--- src/design/dtv_pkg.sv ---
// Shared types and constants for the date text validator.
package dtv_pkg;

    localparam logic [7:0] CH_NL  = 8'h0A;
    localparam logic [7:0] CH_DOT = 8'h2E;
    localparam logic [7:0] CH_0   = 8'h30;
    localparam logic [7:0] CH_9   = 8'h39;

    localparam logic [6:0] YEAR_LIMIT_RESET = 7'd50;
    localparam logic [5:0] DAY_MAX   = 6'd31;
    localparam logic [4:0] MONTH_MAX = 5'd12;

    localparam int QUEUE_DEPTH = 4;
    localparam int QUEUE_AW    = $clog2(QUEUE_DEPTH);

    localparam logic [3:0] ST_VALID       = 4'd0;
    localparam logic [3:0] ST_DAY_HI      = 4'd1;
    localparam logic [3:0] ST_DAY_LO      = 4'd2;
    localparam logic [3:0] ST_DAY_RANGE   = 4'd3;
    localparam logic [3:0] ST_DOT1        = 4'd4;
    localparam logic [3:0] ST_MONTH_HI    = 4'd5;
    localparam logic [3:0] ST_MONTH_LO    = 4'd6;
    localparam logic [3:0] ST_MONTH_RANGE = 4'd7;
    localparam logic [3:0] ST_DOT2        = 4'd8;
    localparam logic [3:0] ST_YEAR_HI     = 4'd9;
    localparam logic [3:0] ST_YEAR_LO     = 4'd10;
    localparam logic [3:0] ST_YEAR_RANGE  = 4'd11;
    localparam logic [3:0] ST_NO_NEWLINE  = 4'd12;
    localparam logic [3:0] ST_DAY_MONTH   = 4'd13;
    localparam logic [3:0] ST_NOT_LEAP    = 4'd14;

    typedef enum logic [3:0] {
        POS_DAY_HI,
        POS_DAY_LO,
        POS_DOT1,
        POS_MONTH_HI,
        POS_MONTH_LO,
        POS_DOT2,
        POS_YEAR_HI,
        POS_YEAR_LO,
        POS_NEWLINE,
        POS_SKIP
    } pos_t;

    typedef struct packed {
        logic       is_nl;
        logic       is_dot;
        logic       is_dig;
        logic [3:0] digit;
    } token_t;

    typedef struct packed {
        logic [5:0] year;
        logic [4:0] month;
        logic [5:0] day;
        logic [3:0] status;
    } result_t;

endpackage

--- src/design/dtv_front.sv ---
// Front end: accepts characters and classifies them into tokens for the queue.
module dtv_front
(
    input  logic              s_tvalid,
    output logic              s_tready,
    input  logic [7:0]        s_tdata,   // [7:0] char_code
    input  logic              q_full,
    output logic              q_push,
    output dtv_pkg::token_t   q_token
);

    logic [7:0] digit_wide;

    assign s_tready   = !q_full;
    assign q_push     = s_tvalid && !q_full;
    assign digit_wide = s_tdata - dtv_pkg::CH_0;

    always_comb
    begin
        q_token.is_nl  = (s_tdata == dtv_pkg::CH_NL);
        q_token.is_dot = (s_tdata == dtv_pkg::CH_DOT);
        q_token.is_dig = (s_tdata >= dtv_pkg::CH_0) && (s_tdata <= dtv_pkg::CH_9);
        q_token.digit  = digit_wide[3:0];
    end

endmodule

--- src/design/dtv_queue.sv ---
// Short token queue between the front end and the checker.
module dtv_queue
(
    input  logic              clk,
    input  logic              rst_n,
    input  logic              push,
    input  dtv_pkg::token_t   push_token,
    output logic              full,
    input  logic              pop,
    output logic              head_valid,
    output dtv_pkg::token_t   head_token
);

    dtv_pkg::token_t mem [dtv_pkg::QUEUE_DEPTH];

    logic [dtv_pkg::QUEUE_AW-1:0] wr_ptr_reg;
    logic [dtv_pkg::QUEUE_AW-1:0] wr_ptr_next;
    logic [dtv_pkg::QUEUE_AW-1:0] rd_ptr_reg;
    logic [dtv_pkg::QUEUE_AW-1:0] rd_ptr_next;
    logic [dtv_pkg::QUEUE_AW:0]   count_reg;
    logic [dtv_pkg::QUEUE_AW:0]   count_next;
    logic                         do_push;
    logic                         do_pop;

    assign full       = (count_reg == (dtv_pkg::QUEUE_AW + 1)'(dtv_pkg::QUEUE_DEPTH));
    assign head_valid = (count_reg != '0);
    assign head_token = mem[rd_ptr_reg];
    assign do_push    = push && !full;
    assign do_pop     = pop && head_valid;

    always_comb
    begin
        wr_ptr_next = do_push ? wr_ptr_reg + 1'b1 : wr_ptr_reg;
        rd_ptr_next = do_pop  ? rd_ptr_reg + 1'b1 : rd_ptr_reg;
        count_next  = count_reg;
        if (do_push && !do_pop)
        begin
            count_next = count_reg + 1'b1;
        end
        else if (!do_push && do_pop)
        begin
            count_next = count_reg - 1'b1;
        end
    end

    always_ff @(posedge clk)
    begin
        if (do_push)
        begin
            mem[wr_ptr_reg] <= push_token;
        end
    end

    always_ff @(posedge clk or negedge rst_n)
    begin
        if (!rst_n)
        begin
            wr_ptr_reg <= '0;
            rd_ptr_reg <= '0;
            count_reg  <= '0;
        end
        else
        begin
            wr_ptr_reg <= wr_ptr_next;
            rd_ptr_reg <= rd_ptr_next;
            count_reg  <= count_next;
        end
    end

endmodule

--- src/design/dtv_back.sv ---
// Back end: position checker, accumulators, year limit register and result register.
module dtv_back
(
    input  logic              clk,
    input  logic              rst_n,
    input  logic              cfg_valid,
    output logic              cfg_ready,
    input  logic [6:0]        cfg_data,
    input  logic              q_valid,
    input  dtv_pkg::token_t   q_token,
    output logic              q_pop,
    output logic              m_tvalid,
    input  logic              m_tready,
    output logic [23:0]       m_tdata    // [3:0] status, [9:4] day, [14:10] month, [20:15] year
);

    dtv_pkg::pos_t   pos_reg;
    dtv_pkg::pos_t   pos_next;
    logic [5:0]      day_reg;
    logic [5:0]      day_next;
    logic [4:0]      month_reg;
    logic [4:0]      month_next;
    logic [5:0]      year_reg;
    logic [5:0]      year_next;
    logic [6:0]      year_limit_reg;
    logic            out_valid_reg;
    dtv_pkg::result_t out_reg;

    logic            emit;
    logic [3:0]      status;
    logic [5:0]      day_new;
    logic [4:0]      month_new;
    logic [5:0]      year_new;
    logic [5:0]      day_mac;
    logic [4:0]      month_mac;
    logic [5:0]      year_mac;
    logic            short_month;

    assign cfg_ready = 1'b1;
    assign q_pop     = q_valid && (!out_valid_reg || m_tready);
    assign m_tvalid  = out_valid_reg;
    assign m_tdata   = {3'b000, out_reg};

    assign day_mac   = (day_reg << 3) + (day_reg << 1) + {2'b00, q_token.digit};
    assign month_mac = (month_reg << 3) + (month_reg << 1) + {1'b0, q_token.digit};
    assign year_mac  = (year_reg << 3) + (year_reg << 1) + {2'b00, q_token.digit};
    assign short_month = (month_reg == 5'd4) || (month_reg == 5'd6) ||
                         (month_reg == 5'd9) || (month_reg == 5'd11);

    always_comb
    begin
        emit      = 1'b0;
        status    = dtv_pkg::ST_VALID;
        day_new   = day_reg;
        month_new = month_reg;
        year_new  = year_reg;
        case (pos_reg)
            dtv_pkg::POS_DAY_HI:
            begin
                if (!(q_token.is_dig && q_token.digit <= 4'd3))
                begin
                    emit   = 1'b1;
                    status = dtv_pkg::ST_DAY_HI;
                end
                else
                begin
                    day_new = {2'b00, q_token.digit};
                end
            end
            dtv_pkg::POS_DAY_LO:
            begin
                if (!q_token.is_dig)
                begin
                    emit   = 1'b1;
                    status = dtv_pkg::ST_DAY_LO;
                end
                else
                begin
                    day_new = day_mac;
                    if (day_mac == '0 || day_mac > dtv_pkg::DAY_MAX)
                    begin
                        emit   = 1'b1;
                        status = dtv_pkg::ST_DAY_RANGE;
                    end
                end
            end
            dtv_pkg::POS_DOT1:
            begin
                if (!q_token.is_dot)
                begin
                    emit   = 1'b1;
                    status = dtv_pkg::ST_DOT1;
                end
            end
            dtv_pkg::POS_MONTH_HI:
            begin
                if (!(q_token.is_dig && q_token.digit <= 4'd1))
                begin
                    emit   = 1'b1;
                    status = dtv_pkg::ST_MONTH_HI;
                end
                else
                begin
                    month_new = {1'b0, q_token.digit};
                end
            end
            dtv_pkg::POS_MONTH_LO:
            begin
                if (!q_token.is_dig)
                begin
                    emit   = 1'b1;
                    status = dtv_pkg::ST_MONTH_LO;
                end
                else
                begin
                    month_new = month_mac;
                    if (month_mac == '0 || month_mac > dtv_pkg::MONTH_MAX)
                    begin
                        emit   = 1'b1;
                        status = dtv_pkg::ST_MONTH_RANGE;
                    end
                end
            end
            dtv_pkg::POS_DOT2:
            begin
                if (!q_token.is_dot)
                begin
                    emit   = 1'b1;
                    status = dtv_pkg::ST_DOT2;
                end
            end
            dtv_pkg::POS_YEAR_HI:
            begin
                if (!(q_token.is_dig && q_token.digit <= 4'd5))
                begin
                    emit   = 1'b1;
                    status = dtv_pkg::ST_YEAR_HI;
                end
                else
                begin
                    year_new = {2'b00, q_token.digit};
                end
            end
            dtv_pkg::POS_YEAR_LO:
            begin
                if (!q_token.is_dig)
                begin
                    emit   = 1'b1;
                    status = dtv_pkg::ST_YEAR_LO;
                end
                else
                begin
                    year_new = year_mac;
                    if (year_mac == '0 || {1'b0, year_mac} > year_limit_reg)
                    begin
                        emit   = 1'b1;
                        status = dtv_pkg::ST_YEAR_RANGE;
                    end
                end
            end
            dtv_pkg::POS_NEWLINE:
            begin
                emit = 1'b1;
                if (!q_token.is_nl)
                begin
                    status = dtv_pkg::ST_NO_NEWLINE;
                end
                else if (month_reg == 5'd2 && day_reg > 6'd29)
                begin
                    status = dtv_pkg::ST_DAY_MONTH;
                end
                else if (short_month && day_reg == dtv_pkg::DAY_MAX)
                begin
                    status = dtv_pkg::ST_DAY_MONTH;
                end
                else if (month_reg == 5'd2 && day_reg == 6'd29 && year_reg[1:0] != 2'b00)
                begin
                    status = dtv_pkg::ST_NOT_LEAP;
                end
                else
                begin
                    status = dtv_pkg::ST_VALID;
                end
            end
            default:
            begin
                emit = 1'b0;
            end
        endcase
    end

    always_comb
    begin
        pos_next = pos_reg;
        if (q_pop)
        begin
            if (pos_reg == dtv_pkg::POS_SKIP)
            begin
                pos_next = q_token.is_nl ? dtv_pkg::POS_DAY_HI : dtv_pkg::POS_SKIP;
            end
            else if (emit)
            begin
                pos_next = (status != dtv_pkg::ST_VALID && !q_token.is_nl) ?
                           dtv_pkg::POS_SKIP : dtv_pkg::POS_DAY_HI;
            end
            else
            begin
                case (pos_reg)
                    dtv_pkg::POS_DAY_HI:   pos_next = dtv_pkg::POS_DAY_LO;
                    dtv_pkg::POS_DAY_LO:   pos_next = dtv_pkg::POS_DOT1;
                    dtv_pkg::POS_DOT1:     pos_next = dtv_pkg::POS_MONTH_HI;
                    dtv_pkg::POS_MONTH_HI: pos_next = dtv_pkg::POS_MONTH_LO;
                    dtv_pkg::POS_MONTH_LO: pos_next = dtv_pkg::POS_DOT2;
                    dtv_pkg::POS_DOT2:     pos_next = dtv_pkg::POS_YEAR_HI;
                    dtv_pkg::POS_YEAR_HI:  pos_next = dtv_pkg::POS_YEAR_LO;
                    dtv_pkg::POS_YEAR_LO:  pos_next = dtv_pkg::POS_NEWLINE;
                    default:               pos_next = dtv_pkg::POS_DAY_HI;
                endcase
            end
        end
    end

    always_comb
    begin
        day_next   = day_reg;
        month_next = month_reg;
        year_next  = year_reg;
        if (q_pop)
        begin
            if (emit || pos_reg == dtv_pkg::POS_SKIP)
            begin
                day_next   = '0;
                month_next = '0;
                year_next  = '0;
            end
            else
            begin
                day_next   = day_new;
                month_next = month_new;
                year_next  = year_new;
            end
        end
    end

    always_ff @(posedge clk or negedge rst_n)
    begin
        if (!rst_n)
        begin
            pos_reg        <= dtv_pkg::POS_DAY_HI;
            day_reg        <= '0;
            month_reg      <= '0;
            year_reg       <= '0;
            year_limit_reg <= dtv_pkg::YEAR_LIMIT_RESET;
            out_valid_reg  <= 1'b0;
        end
        else
        begin
            pos_reg   <= pos_next;
            day_reg   <= day_next;
            month_reg <= month_next;
            year_reg  <= year_next;
            if (cfg_valid && cfg_ready)
            begin
                year_limit_reg <= cfg_data;
            end
            if (q_pop && emit)
            begin
                out_valid_reg <= 1'b1;
            end
            else if (m_tready)
            begin
                out_valid_reg <= 1'b0;
            end
        end
    end

    always_ff @(posedge clk)
    begin
        if (q_pop && emit)
        begin
            out_reg.status <= status;
            out_reg.day    <= day_new;
            out_reg.month  <= month_new;
            out_reg.year   <= year_new;
        end
    end

endmodule

--- src/design/date_text_validator_top.sv ---
// Top level of the date text validator: front end, token queue and checker.
//
// Usage:
//   The slave stream carries one ASCII character per request in s_tdata.
//   Lines of the form dd.mm.yy followed by a newline are checked; at the end
//   of a line, or at the first faulty character, one status request leaves
//   on the master stream with the day, month and year gathered so far.
//   After a fault that is not a newline, characters up to and including the
//   next newline are dropped without any result.
//   The cfg channel writes the largest accepted year; cfg_ready is always
//   high. Write it only while no character is in flight.
// Timing:
//   One character per cycle sustained while the master stream takes results;
//   a character is first stored in the token queue, and its result is then
//   registered onto m_tvalid when the position check in the back end pops it.
// Reset:
//   rst_n clears the queue, the position and accumulators, and loads a year
//   limit of 50.
// Stall:
//   While m_tready is low and a result waits, the checker holds and the
//   four-entry queue absorbs input; s_tready falls only when it is full.
module date_text_validator_top
(
    input  logic        clk,
    input  logic        rst_n,
    input  logic        s_tvalid,
    output logic        s_tready,
    input  logic [7:0]  s_tdata,   // [7:0] char_code
    output logic        m_tvalid,
    input  logic        m_tready,
    output logic [23:0] m_tdata,   // [3:0] status, [9:4] day, [14:10] month, [20:15] year
    input  logic        cfg_valid,
    output logic        cfg_ready,
    input  logic [6:0]  cfg_data   // [6:0] year_limit
);

    logic             q_full;
    logic             q_push;
    dtv_pkg::token_t  push_token;
    logic             q_pop;
    logic             head_valid;
    dtv_pkg::token_t  head_token;

    dtv_front u_front
    (
        .s_tvalid (s_tvalid),
        .s_tready (s_tready),
        .s_tdata  (s_tdata),
        .q_full   (q_full),
        .q_push   (q_push),
        .q_token  (push_token)
    );

    dtv_queue u_queue
    (
        .clk        (clk),
        .rst_n      (rst_n),
        .push       (q_push),
        .push_token (push_token),
        .full       (q_full),
        .pop        (q_pop),
        .head_valid (head_valid),
        .head_token (head_token)
    );

    dtv_back u_back
    (
        .clk       (clk),
        .rst_n     (rst_n),
        .cfg_valid (cfg_valid),
        .cfg_ready (cfg_ready),
        .cfg_data  (cfg_data),
        .q_valid   (head_valid),
        .q_token   (head_token),
        .q_pop     (q_pop),
        .m_tvalid  (m_tvalid),
        .m_tready  (m_tready),
        .m_tdata   (m_tdata)
    );

endmodule

--- config.mk ---
export PLATFORM = sky130hd
export DESIGN_NAME = date_text_validator_top
export DESIGN_NICKNAME = d
export VERILOG_FILES = /design/src/design/dtv_pkg.sv /design/src/design/dtv_front.sv /design/src/design/dtv_queue.sv /design/src/design/dtv_back.sv /design/src/design/date_text_validator_top.sv
export SDC_FILE = /design/constraint.sdc
export NUM_CORES = 1
export LEC_CHECK = 0
export BUFFER_PORTS_ARGS = -buffer_cell sky130_fd_sc_hd__buf_4
export CAP_MARGIN = 20
export CORE_UTILIZATION = 30
export CTS_CLUSTER_SIZE = 40
export DETAILED_ROUTE_END_ITERATION = 8
export HOLD_SLACK_MARGIN = 0.06
export SYNTH_ARGS = -nofsm -noshare
export SYNTH_HDL_FRONTEND = slang
export SYNTH_SLANG_ARGS = --single-unit
--- constraint.sdc ---
create_clock -name clk -period 7.8 [get_ports clk]
set_input_delay 0.78 -clock clk [delete_from_list [all_inputs] [get_ports clk]]
set_output_delay 0.78 -clock clk [all_outputs]
set_load 0.02 [all_outputs]
==> results.toml, run 1 <==
[logic_synthesis]
synthArstFlopShare = 0.424
seq_area_frac_synth = 0.506
synth_seq_cells = 85
ys_types = 62
synth-edff-count = 49
netlist_area_um2 = 4700
syn_avg_cell_area_um2 = 11.5
yosys_warnings = 0
postSynthCellCount = 407
synth_flop_cell = "edfxtp_1"

[clock_network]
clkSlewWorstSetupHoldPaths_ns = 0.06
cts.sinks = 85
cts_setup_buffers = 0
cts_tree = "yes"
insertion_delay_ns = 0.35
postCtsResizedCells = 0
cts_buffers = 9
htreeDepth = 3
cts_hold_buffers = 0
max-clock-path-buffers = 2
cts_root_buf = "clkbuf_16"

[sta]
rsz0062_at_grt = "no"
finalHoldViolations = 0
fin_crit_ns = 5.51
setup-violations-final = 0
fin_skew_ns = 0.00722
max_freq_mhz = 181
final.setup.tns_ns = 0
maxSlewHeadroom = 0.326
tightestPinTransition_ns = 0.986
finalCritPeriodShare = 0.707
final_max_slew_viol_count = 0

[power_and_ir_drop]
p_per_area_nw_per_um2 = 407
p_leak_uw = 0.00239
power.internal_uw = 1360
pwr-share-clk = 0.214
combPwrFrac = 0.456
swShare = 0.401
peakVddDrop_v = 0.000220
power.switching_uw = 912
total_power_uw = 2280
seq_power_share = 0.331

[flow_run]
drv_cap = 0

[floorplan]
start_util = 0.308
ios = 47
die_w_um = 127
rows = 45
die_h_um = 127
coreArea_um2 = 15300
floorplan.die_area_um2 = 16200

[place]
hpwl_mm = 7.61
place.gp.congestion = 0.862
io_buffer_count = 42
placed_cells = 649

[final_layout]
largest_register_ffs = 28
final_common_cell = "edfxtp_1"
num_antenna_cells = 0
fillerInstances = 1509
layout-drive-gt1-share = 0.185
area_growth_pct = 18.9
layout_common_cells = "edfxtp_1, buf_4, nand2_1"
stdcell_count = 666
fin_nets = 508

[detailed_routing]
drc = 0
wl_met2_mm = 4.93
drt_pass1_iterations = 4
routed_wl_mm = 10.3
first_iter_violations = 169
detail_route.wl_per_cell_um = 15.5
viasPerCell = 4.92
top_layer = "met4"
ant_nets = 0
vias = 3280
wl_met3_um = 478
wirelength_met1_mm = 4.75

[grt]
grt_max_degree = 37
antenna_found_initial = 0
overflow = 0
grt_pass1_wl_mm = 17.0
first_global_vias = 3372
track_usage = 0.137

[worst_setup_path]
crit_required_ns = 7.83
slowest_stage = "a2111oi_0"
crit_buf_inv = 1
cp_cell_sequence = "mux4_2, fa_1, ha_1, a21o_1, a21oi_1, xnor2_1, ha_1, nand3_1, o21bai_1, a2111oi_0, nor4_2, a41oi_2, buf_4"
cp_max_fo = 17
startpoint_type = "flop"
cp-end-kind = "flop"
crit_top_cell = "ha_1"
reg2reg_depth = 13
slowest_delay_ns = 0.85
rrSetupSlack_ns = 2.29
reg2reg_from = "u_queue.rd_ptr_reg[0]"
crit_arrival_ns = 5.55
path_delay_family = "compound AO/OA/AOI/OAI gates"
critPathKind = "flop to flop"
r2r-end = "u_back.m_tdata[5]"

[hold_path]
hold_path_class = "input pin to async pin"

[status]
status = "complete, no violations"
-- worst max-delay path by stage --
stage / startpoint / end / slack [ns] / depth (start not counted)
after floorplan: u_queue.rd_ptr_reg[0] / u_back.m_tdata[0] / 2.28 / 13
after global placement: u_queue.rd_ptr_reg[0] / u_back.m_tdata[11] / 2.48 / 13
after detailed placement: u_queue.rd_ptr_reg[0] / u_back.m_tdata[11] / 2.23 / 13
after CTS: u_queue.rd_ptr_reg[0] / u_back.m_tdata[7] / 2.21 / 13
after global routing: u_queue.rd_ptr_reg[0] / u_back.m_tdata[5] / 1.87 / 13
final: u_queue.rd_ptr_reg[0] / u_back.m_tdata[5] / 2.29 / 13
-- power by group through the flow --
stage / Clock [uW] / Combinational, uW / Sequential (uW)
floorplan: 0 / 666 / 796
global placement: 0 / 1000 / 761
detailed placement: 0 / 1030 / 763
CTS: 494 / 1030 / 756
global route: 512 / 1140 / 771
finish: 486 / 1040 / 753
-- cell usage after synthesis, types with 8 or more instances --
master,count,share of area
a21oi_1,9,0.0096
a22oi_1,13,0.021
ha_1,31,0.083
dfrtp_1,33,0.18
nor2_1,24,0.019
nor3_1,8,0.0085
xnor2_1,12,0.022
inv_1,36,0.029
o21ai_0,15,0.016
o31ai_1,14,0.022
edfxtp_1,49,0.31
nand2_1,42,0.034
-- routing by layer --
metal,vias up,global-route usage
met3,15,0.0377
li1,1568,-
met1,1618,0.172
met2,79,0.227
met4,0,0.0448
met5,-,0
-- stage by stage --
stage / worst slack, ns / hold WS, ns / utilization / instance area, um2
2_1_floorplan: 2.28 / 0.449 / - / 4700
3_3_place_gp: 2.48 / 0.486 / 0.342 / 5220
3_5_place_dp: 2.23 / 0.496 / 0.342 / 5220
4_1_cts: 2.21 / 0.426 / 0.364 / 5560
5_1_grt: 1.87 / 0.448 / 0.366 / 5590
6_report: 2.29 / 0.409 / 0.366 / 5590
-- kinds of logic after synthesis --
group / synth area share
xor gates and xnor gates: 0.0336
and+or+nand+nor: 0.119
adders and majority gates: 0.112
buffers and inverters: 0.0463
AOI/OAI and AO/OA: 0.132
muxes: 0.0493
other: 0.00160
DFF: 0.506
-- cell type report --
cell class / instances / area (um2) / share of cell area
multi-input combinational: 273 / 2120 / 0.379
inverter: 37 / 139 / 0.0249
clock inverter: 7 / 114 / 0.0204
timing repair buffer: 44 / 350 / 0.0627
clock buffer: 9 / 225 / 0.0403
tap: 211 / 264 / 0.0473
sequential: 85 / 2380 / 0.425
(Power assumes the default switching activity.)
==> run 2, diff against run 1 <==
- clock period: 7.8 -> 4.9 ns (I/O delays scaled with it)
==> run 2 against run 1 <==
Non-clock buffer count grew 6; core utilization up 0.18 points; critical path type unchanged; setup slack worse by 2.0 ns; first-iteration DRC count grew 18%; largest cell class unchanged; cell area grew 0.49%; sequential power increased by 55%; total power rose by 60%.
==> results.toml, run 2 (synthesis results as in run 1) <==
[sta]
fin_skew_ns = 0.00877
final_max_slew_viol_count = 0
tightestPinTransition_ns = 0.600
worst_slack_ns = 0.320
final.setup.tns_ns = 0
finalHoldViolations = 0
maxSlewHeadroom = 0.598
max_freq_mhz = 218
rsz0062_at_grt = "no"
setup-violations-final = 0
finalCritPeriodShare = 0.935
fin_crit_ns = 4.58

[worst_setup_path]
r2r-end = "u_back.m_tdata[4]"
reg2reg_from = "u_queue.rd_ptr_reg[0]"
slowest_delay_ns = 0.64
crit_required_ns = 4.96
crit_path_start = "u_queue.rd_ptr_reg[0]"
rrSetupSlack_ns = 0.32
cp_max_fo = 17
startpoint_type = "flop"
reg2reg_depth = 12
crit_arrival_ns = 4.64
crit_top_cell = "ha_1"
slowest_stage = "mux4_2"
cp-end-kind = "flop"
cp_cell_sequence = "mux4_2, ha_1, ha_1, fa_1, or3_1, or4_4, a221o_1, a21oi_2, nor4_2, buf_4, a41oi_4, buf_12"
critPathKind = "flop to flop"
setup.worst_path.end = "u_back.m_tdata[4]"

[clock_network]
insertion_delay_ns = 0.35
cts_buffers = 9
htreeDepth = 3
cts_setup_buffers = 0
max-clock-path-buffers = 2
cts_hold_buffers = 0
clkSlewWorstSetupHoldPaths_ns = 0.06
cts_root_buf = "clkbuf_16"
cts.sinks = 85
postCtsResizedCells = 0
cts_tree = "yes"

[detailed_routing]
drc = 0
viasPerCell = 4.86
first_iter_violations = 200
drt_pass1_iterations = 5
routed_wl_mm = 10.4
vias = 3265
detail_route.wl_per_cell_um = 15.5
ant_nets = 0

[floorplan]
die_h_um = 127
floorplan.die_area_um2 = 16200
die_w_um = 127
rows = 45
coreArea_um2 = 15300
start_util = 0.308
ios = 47

[status]
status = "complete, no violations"

[grt]
overflow = 0
grt_max_degree = 37
first_global_vias = 3377
grt_pass1_wl_mm = 17.2
antenna_found_initial = 0
track_usage = 0.141

[hold_path]
hold_path_class = "input pin to async pin"

[power_and_ir_drop]
peakVddDrop_v = 0.000285
p_leak_uw = 0.00241
p_per_area_nw_per_um2 = 649

[place]
io_buffer_count = 42
place_ws_ns = 0.319
place.gp.congestion = 0.845
hpwl_mm = 7.83

[final_layout]
area_growth_pct = 19.5
fin_nets = 514
layout-drive-gt1-share = 0.193
layout_common_cells = "buf_4, edfxtp_1, nand2_1"
fillerInstances = 1493
num_antenna_cells = 0
largest_register_ffs = 28

[flow_run]
drv_cap = 0
[run 2: cell types whose count changed in the layout (fill, tap and decap cells not counted)]
cell | previous run | this run
buf_4 | 43 | 49
clkbuf_1 | 0 | 2
a41oi_2 | 1 | 0
a41oi_4 | 0 | 1
buf_12 | 0 | 1
buf_16 | 1 | 0
bufinv_16 | 3 | 2
clkbuf_8 | 0 | 1
clkinv_1 | 3 | 2
clkinv_4 | 1 | 0
[run 2: report_power, final]
part / switching (uW) / internal, uW / total (uW)
sequential: 136 / 1040 / 1170
combinational: 1050 / 688 / 1740
clock: 272 / 459 / 731
[run 2: worst max-delay path, delay by kind of cell, from the launching register on]
kind            cells  cell delay, ns
fa+ha+maj           3            1.06
simple gates        3            0.87
compound gates      3            0.84
mux                 1            0.64
flops               1            0.48
buf+inv             2            0.38
[run 2: area by class of cell]
| class | instances | area (um2) | share of cell area |
|---|---|---|---|
| inverter | 37 | 139 | 0.0247 |
| sequential | 85 | 2380 | 0.423 |
| clock inverter | 4 | 71.3 | 0.0127 |
| tap | 211 | 264 | 0.0470 |
| multi-input combinational | 273 | 2130 | 0.379 |
| timing repair buffer | 50 | 388 | 0.0691 |
| clock buffer | 12 | 246 | 0.0439 |
[run 2: metal layers]
layer  vias to the layer above  wire length [um]  global-route usage
met1                      1584              4610               0.168
met4                         0               329              0.0777
li1                       1581                 -                   -
met5                         -                 0                   0
met3                        26               435              0.0314
met2                        74              5060               0.236
[run 2: worst min path at each step]
| stage | from | endpoint | cells past startpoint |
|---|---|---|---|
| after floorplan | rst_n | u_back.day_reg[0] | 0 |
| after global placement | u_back.year_reg[5] | u_back.year_reg[5] | 2 |
| after detailed placement | u_back.year_reg[5] | u_back.year_reg[5] | 2 |
| after CTS | rst_n | u_back.day_reg[5] | 1 |
| after global routing | rst_n | u_queue.rd_ptr_reg[1] | 1 |
| final | rst_n | u_back.day_reg[0] | 1 |
[run 2: per-stage QoR]
stage	utilization	total power, uW	hold slack, ns	instance area [um2]	cells
global placement	0.347	2910	0.474	5300	656
detailed placement	0.347	2950	0.488	5300	656
floorplan	-	2340	0.194	4720	409
finish	0.368	3640	0.121	5610	672
global route	0.368	3910	0.162	5610	672
CTS	0.368	3690	0.137	5610	672
